--- config.mk ---
export PLATFORM = sky130hd
export DESIGN_NAME = utf8_string_validator_flat
export DESIGN_NICKNAME = d
export VERILOG_FILES = /design/src/rtl/core/u8v_pkg.sv /design/src/rtl/core/u8v_byte_if.sv /design/src/rtl/core/u8v_verdict_if.sv /design/src/rtl/core/utf8_string_validator.sv /design/src/flat_wrapper.sv
export SDC_FILE = /design/constraint.sdc
export NUM_CORES = 1
export LEC_CHECK = 0
export BUFFER_PORTS_ARGS = -buffer_cell sky130_fd_sc_hd__buf_4
export CORE_MARGIN = 3
export CORE_UTILIZATION = 50
export CTS_CLUSTER_DIAMETER = 120
export DETAILED_ROUTE_END_ITERATION = 12
export GPL_ROUTABILITY_DRIVEN = 0
export GPL_TIMING_DRIVEN = 1
export PLACE_DENSITY_LB_ADDON = 0.12
export SKIP_LAST_GASP = 1
export SLEW_MARGIN = 5
export SYNTH_ARGS = -nofsm -noshare
export SYNTH_HDL_FRONTEND = slang
export SYNTH_SLANG_ARGS = --single-unit
export TNS_END_PERCENT = 30
--- constraint.sdc ---
create_clock -name clk -period 2.4 [get_ports clk]
set_input_delay 0.24 -clock clk [delete_from_list [all_inputs] [get_ports clk]]
set_output_delay 0.24 -clock clk [all_outputs]
set_load 0.01 [all_outputs]
--- src/rtl/core/u8v_pkg.sv ---
// Shared types, constants and a helper function for the UTF-8 string validator.
package u8v_pkg;

	localparam int unsigned CpWidth = 21;

	localparam logic [CpWidth-1:0] CpMax  = 21'h10FFFF;
	localparam logic [CpWidth-1:0] SurrLo = 21'h00D800;
	localparam logic [CpWidth-1:0] SurrHi = 21'h00DFFF;

	typedef logic [CpWidth-1:0] code_point_t;

	// One input item as held in the input register.
	typedef struct packed {
		logic [7:0] data_byte;
		logic       has_byte;
		logic       end_of_string;
	} in_item_t;

	// Smallest code point that a sequence with the given number of
	// continuation bytes may legally encode.
	function automatic code_point_t least_value(input logic [1:0] extra);
		code_point_t v;
		case (extra)
			2'd1:    v = 21'h000080;
			2'd2:    v = 21'h000800;
			2'd3:    v = 21'h010000;
			default: v = 21'h000000;
		endcase
		return v;
	endfunction

endpackage

--- src/rtl/core/u8v_byte_if.sv ---
// Input channel of the validator: one string byte and/or end marker per item.
interface u8v_byte_if;
	logic       valid;
	logic       ready;
	logic [7:0] data_byte;
	logic       has_byte;
	logic       end_of_string;

	modport source(output valid, output data_byte, output has_byte,
		output end_of_string, input ready);
	modport sink(input valid, input data_byte, input has_byte,
		input end_of_string, output ready);
endinterface

--- src/rtl/core/u8v_verdict_if.sv ---
// Output channel of the validator: one verdict per string.
interface u8v_verdict_if;
	logic valid;
	logic ready;
	logic text_valid;

	modport source(output valid, output text_valid, input ready);
	modport sink(input valid, input text_valid, output ready);
endinterface

--- src/rtl/core/utf8_string_validator.sv ---
// Top level of the UTF-8 string validator: input register, decode step, verdict register.
// An end-marker item is held in the input register, then its verdict is registered in the verdict register.
// Throughput: one item per cycle; bytes keep flowing while a verdict waits, and input
// stalls only while an end marker sits in the input register behind an untaken verdict.
// Reset: arst_n clears the sequence state, the error flag and both valid flags at once.
module utf8_string_validator (
	input  logic          clk,
	input  logic          arst_n,
	u8v_byte_if.sink      bytes,
	u8v_verdict_if.source verdict
);

	u8v_pkg::in_item_t    item_s1;
	logic                 valid_s1;
	logic                 advance;

	logic [1:0]           bytes_left_q;
	logic [1:0]           seq_extra_q;
	u8v_pkg::code_point_t code_point_q;
	logic                 bad_seen_q;

	logic [1:0]           bytes_left_d;
	logic [1:0]           seq_extra_d;
	u8v_pkg::code_point_t code_point_d;
	logic                 bad_d;
	u8v_pkg::code_point_t cp_shift;
	logic [7:0]           b;

	logic                 out_valid_q;
	logic                 text_valid_q;

	assign advance     = valid_s1 && (!item_s1.end_of_string || !out_valid_q || verdict.ready);
	assign bytes.ready = !valid_s1 || advance;

	always_ff @(posedge clk or negedge arst_n) begin
		if (!arst_n) begin
			valid_s1 <= 1'b0;
		end else if (bytes.ready) begin
			valid_s1 <= bytes.valid;
		end
	end

	always_ff @(posedge clk) begin
		if (bytes.ready && bytes.valid) begin
			item_s1 <= '{data_byte: bytes.data_byte, has_byte: bytes.has_byte,
				end_of_string: bytes.end_of_string};
		end
	end

	assign b        = item_s1.data_byte;
	assign cp_shift = {code_point_q[u8v_pkg::CpWidth-7:0], b[5:0]};

	// Next sequence state for a byte, before the end marker is applied.
	always_comb begin
		bytes_left_d = bytes_left_q;
		seq_extra_d  = seq_extra_q;
		code_point_d = code_point_q;
		bad_d        = bad_seen_q;
		if (item_s1.has_byte && !bad_seen_q) begin
			if (bytes_left_q == 2'd0) begin
				if (b == 8'h00) begin
					bad_d = 1'b1;
				end else if (b[7] == 1'b0) begin
					bad_d = 1'b0;
				end else if ((b & 8'hE0) == 8'hC0) begin
					seq_extra_d  = 2'd1;
					bytes_left_d = 2'd1;
					code_point_d = {16'd0, b[4:0]};
				end else if ((b & 8'hF0) == 8'hE0) begin
					seq_extra_d  = 2'd2;
					bytes_left_d = 2'd2;
					code_point_d = {17'd0, b[3:0]};
				end else if ((b & 8'hF8) == 8'hF0) begin
					seq_extra_d  = 2'd3;
					bytes_left_d = 2'd3;
					code_point_d = {18'd0, b[2:0]};
				end else begin
					bad_d = 1'b1;
				end
			end else if ((b & 8'hC0) != 8'h80) begin
				bad_d = 1'b1;
			end else begin
				code_point_d = cp_shift;
				bytes_left_d = bytes_left_q - 2'd1;
				// Range, overlong and surrogate checks once the last byte is in.
				if (bytes_left_q == 2'd1) begin
					if (cp_shift < u8v_pkg::least_value(seq_extra_q) ||
						cp_shift > u8v_pkg::CpMax ||
						(cp_shift >= u8v_pkg::SurrLo && cp_shift <= u8v_pkg::SurrHi)) begin
						bad_d = 1'b1;
					end
				end
			end
		end
	end

	always_ff @(posedge clk or negedge arst_n) begin
		if (!arst_n) begin
			bytes_left_q <= 2'd0;
			seq_extra_q  <= 2'd0;
			code_point_q <= '0;
			bad_seen_q   <= 1'b0;
		end else if (advance) begin
			if (item_s1.end_of_string) begin
				bytes_left_q <= 2'd0;
				seq_extra_q  <= 2'd0;
				code_point_q <= '0;
				bad_seen_q   <= 1'b0;
			end else begin
				bytes_left_q <= bytes_left_d;
				seq_extra_q  <= seq_extra_d;
				code_point_q <= code_point_d;
				bad_seen_q   <= bad_d;
			end
		end
	end

	always_ff @(posedge clk or negedge arst_n) begin
		if (!arst_n) begin
			out_valid_q <= 1'b0;
		end else if (advance && item_s1.end_of_string) begin
			out_valid_q <= 1'b1;
		end else if (verdict.ready) begin
			out_valid_q <= 1'b0;
		end
	end

	always_ff @(posedge clk) begin
		if (advance && item_s1.end_of_string) begin
			text_valid_q <= !bad_d && (bytes_left_d == 2'd0);
		end
	end

	assign verdict.valid      = out_valid_q;
	assign verdict.text_valid = text_valid_q;

endmodule

--- src/flat_wrapper.sv ---
// flat-port wrapper written by rule: the top's interface ports become plain ports
module utf8_string_validator_flat 
  (clk, arst_n, bytes_valid, bytes_data_byte, bytes_has_byte, bytes_end_of_string, bytes_ready, verdict_valid, verdict_text_valid, verdict_ready);
  u8v_byte_if bytes_i ();
  u8v_verdict_if verdict_i ();
  input  logic clk;
  input  logic arst_n;
  input wire logic [$bits(bytes_i.valid)-1:0] bytes_valid;
  input wire logic [$bits(bytes_i.data_byte)-1:0] bytes_data_byte;
  input wire logic [$bits(bytes_i.has_byte)-1:0] bytes_has_byte;
  input wire logic [$bits(bytes_i.end_of_string)-1:0] bytes_end_of_string;
  output wire logic [$bits(bytes_i.ready)-1:0] bytes_ready;
  output wire logic [$bits(verdict_i.valid)-1:0] verdict_valid;
  output wire logic [$bits(verdict_i.text_valid)-1:0] verdict_text_valid;
  input wire logic [$bits(verdict_i.ready)-1:0] verdict_ready;
  assign bytes_i.valid = bytes_valid;
  assign bytes_i.data_byte = bytes_data_byte;
  assign bytes_i.has_byte = bytes_has_byte;
  assign bytes_i.end_of_string = bytes_end_of_string;
  assign bytes_ready = bytes_i.ready;
  assign verdict_valid = verdict_i.valid;
  assign verdict_text_valid = verdict_i.text_valid;
  assign verdict_i.ready = verdict_ready;
  utf8_string_validator u_core (.clk(clk), .arst_n(arst_n), .bytes(bytes_i), .verdict(verdict_i));
endmodule
==> run metrics <==
CP endpoint kind=register; postcts setup bufs=0; worst slew pin tran=0.635 ns; crit path DAT=2.45 ns; post-route setup TNS=0 ns; layout cell share with drive strength beyond 1=18.5%; worst-path maximum fanout=10; largest net degree at the start of global routing=23; Hold Path Sink=u_core.b[2]$_DFFE_PP_; Final Util=62.6%; Post-Syn Area=0.00172 mm^2; area fraction of the dominant cell type after synthesis=32.0%; relative slew slack=57.5%; final hold vios=0; Vias=1315; Clock transition at path regs=0.10 ns; YS warnings=0; Avg WL per Cell=15.2 um; post-route ant nets=0; crit start category=register; RSZ-0062 raised after global routing=false; post-route DRC violation count=0; clk_skew=0.0125 ns; I/O pin total=17; DR pass1 iterations=4; Worst EP required=2.66 ns; final WL=3550 um; Inserted Diodes=0; I/O Buffers=16; maximum clock insertion buffer count=2; endpoints failing setup=0; post-route minimum period=2.19 ns; Vias/cell=5.64; number of synthesized register bits=33; fin. max-slew vios=0; top cells by area, synth=dfrtp_1 (32%), edfxtp_1 (19%), mux2i_1 (6.4%); synthesized area per cell=10.4 um^2; Post-Syn Instances=165; Nets=206; R2R cell count=7; cell breakdown of the critical path=inv_1 -> ha_1 -> nor2_1 -> a21oi_1 -> o41ai_4 -> buf_4 -> mux2i_1; worst hold path type=in2reg; effective utilization at floorplan=54.1%; std cell rows=20; Total GRT Usage=19.7%; f_max=456 MHz; Worst path max stage delay=0.47 ns; R2R Setup Slk=0.21 ns; leakage=0.842 nW; pwr dens=728 mW/mm^2; status=completed; CTS tree=built; # Max-Cap Violations=0; DR iter-0 viols=68; hold path depth=1; crit-path leading delay family=compound AO/OA/AOI/OAI gates; die area=0.00418 mm^2; Peak VDD IR=511 uV; Num CTS Buffers=5; vias in the first global route=1292; Crit-path slowest cell=dfrtp_1; design area=0.00199 mm^2; Syn Nets=183; area leader, netlist=dfrtp_1; r2r endpoint=u_core.code_point_q[8]$_DFFE_PN0P_; global-route wire length before repair=6140 um; worst-skew pair later-pin latency=0.34 ns; Layout area overhead=15.7%; Seq/Total Area, Yosys=51.2%; Finished Layout Cells=233; fin crit share=91.4%; core area=0.00318 mm^2; Remaining Overflow, GRT=0; total clock sinks=33; synth unique cells=40; root buffer cell=clkbuf_4; RR Startpoint=u_core.bytes_left_q[0]$_DFFE_PN0P_; WP buf/inv=2; CTS H-Tree Depth=2; hold_sp=bytes_data_byte[2]; initial antenna violation count=0; Placed Instances=224; DP Wirelength=2640 um; Die Width=64.7 um; Die H=64.7 um; Crit Path Category=reg2reg; Placed Instance Area=0.00190 mm^2
==> worst register-to-register path, stage by stage (launching register included) <==
cell and delay, ns:
dfrtp_1 0.47, inv_1 0.14, ha_1 0.30, nor2_1 0.18
a21oi_1 0.09, o41ai_4 0.41, buf_4 0.30, mux2i_1 0.22
==> layout make-up <==
class,instances,area [um^2]
fillers,287,1190
flip-flops and latches,33,881
multi-input cells,111,753
repair buffers,20,153
inverters,17,63.8
clock buffers,7,55.1
well taps,44,55.1
clock inverters,1,30.0
==> cell families after synthesis <==
kind of cell	Yosys count	synth area share [%]
AND/OR/NAND/NOR	61	18.2
flip-flops	33	51.2
AO/OA/AOI/OAI	29	12.4
buffers and inverters	21	5.02
multiplexers	17	10.3
adder cells (fa/ha/maj)	4	2.91
==> per-stage QoR <==
| step | power, W | hold WS, ns | setup WS (ns) |
|---|---|---|---|
| detailed placement | 0.00102 | 0.148 | 0.227 |
| floorplan | 0.000917 | -0.0556 | 0.570 |
| finish | 0.00145 | 0.0657 | 0.206 |
| global route | 0.00154 | 0.0291 | 0.0479 |
| CTS | 0.00145 | 0.0565 | 0.201 |
| global placement | 0.00100 | 0.141 | 0.408 |
==> layout by cell type, fill, tap and decap left out, types with 2 or more instances in the layout <==
cell type  count
nor4_1         4
a22oi_1        2
inv_1         17
mux2i_1       11
nor2_1         7
nor2b_1        6
nand2_1       21
nor3_1         4
o21ai_0        6
buf_4         19
o221ai_1       2
and2_1         3
nand4b_1       2
a21oi_1        6
o22ai_1        2
nand2b_1       4
ha_1           4
nand4_1        2
nand3_1        2
clkbuf_4       5
edfxtp_1      11
mux2_2         6
a31oi_1        2
dfrtp_1       22
==> per-layer routing <==
metal | wire length [um] | share of wire (%) | global-route usage, %
met3 | 187 | 5.3 | 5.89
met4 | 59 | 1.7 | 7.65
met5 | 0 | 0 | 0
met2 | 1730 | 49 | 31.2
met1 | 1570 | 44 | 25.5
==> synthesized netlist by cell type (all sizes together) <==
cell and instances:
mux2 6, nand4b 2, or4 1, a22o 1, inv 17, dfrtp 22
edfxtp 11, a21boi 1, a31oi 2, a211o 1, nand2 21, a211oi 1
nor3 4, ha 4, nor3b 1, o21ai 6, clkbuf 2, nand3 2
a311oi 1, nand2b 4, o41ai 1, nor4 4, o221ai 2, nand3b 1
o22ai 2, and2 3, a22oi 2, buf 2, a31o 1, and3 1
mux2i 11, a21oi 6, a311o 1, o31ai 1, or3 1, nor2 8
nand4 2, nor2b 6
==> how the worst max path moves through the flow <==
stage                                           to                                from  cells past startpoint
2_1_floorplan   u_core.code_point_q[0]$_DFFE_PN0P_  u_core.bytes_left_q[0]$_DFFE_PN0P_                      6
5_1_grt         u_core.code_point_q[8]$_DFFE_PN0P_  u_core.bytes_left_q[0]$_DFFE_PN0P_                      7
6_report        u_core.code_point_q[8]$_DFFE_PN0P_  u_core.bytes_left_q[0]$_DFFE_PN0P_                      7
3_3_place_gp   u_core.code_point_q[13]$_DFFE_PN0P_  u_core.bytes_left_q[0]$_DFFE_PN0P_                      7
3_5_place_dp    u_core.code_point_q[8]$_DFFE_PN0P_  u_core.bytes_left_q[0]$_DFFE_PN0P_                      7
4_1_cts         u_core.code_point_q[8]$_DFFE_PN0P_  u_core.bytes_left_q[0]$_DFFE_PN0P_                      7
==> state kept, by name (all words and copies together), names as in the netlist <==
register / flops
u_core.b: 8
u_core.bad_seen_q: 1
u_core.bytes_left_q: 2
u_core.code_point_q: 15
u_core.item_s1: 2
u_core.seq_extra_q: 2
u_core.valid_s1: 1
u_core.verdict.text_valid: 1
u_core.verdict.valid: 1
==> power breakdown <==
part	switching (W)	internal (W)
clock network	0.000189	0.000249
logic	0.000168	0.000145
registers	0.0000571	0.000641
total	0.000414	0.00103
==> repair_timing <==
item | CTS | global route
hold buffers | 1 | 0
hold endpoints to repair | 22 | 0
gates resized for setup | 0 | 0
Power figures use the tool's default switching activity.
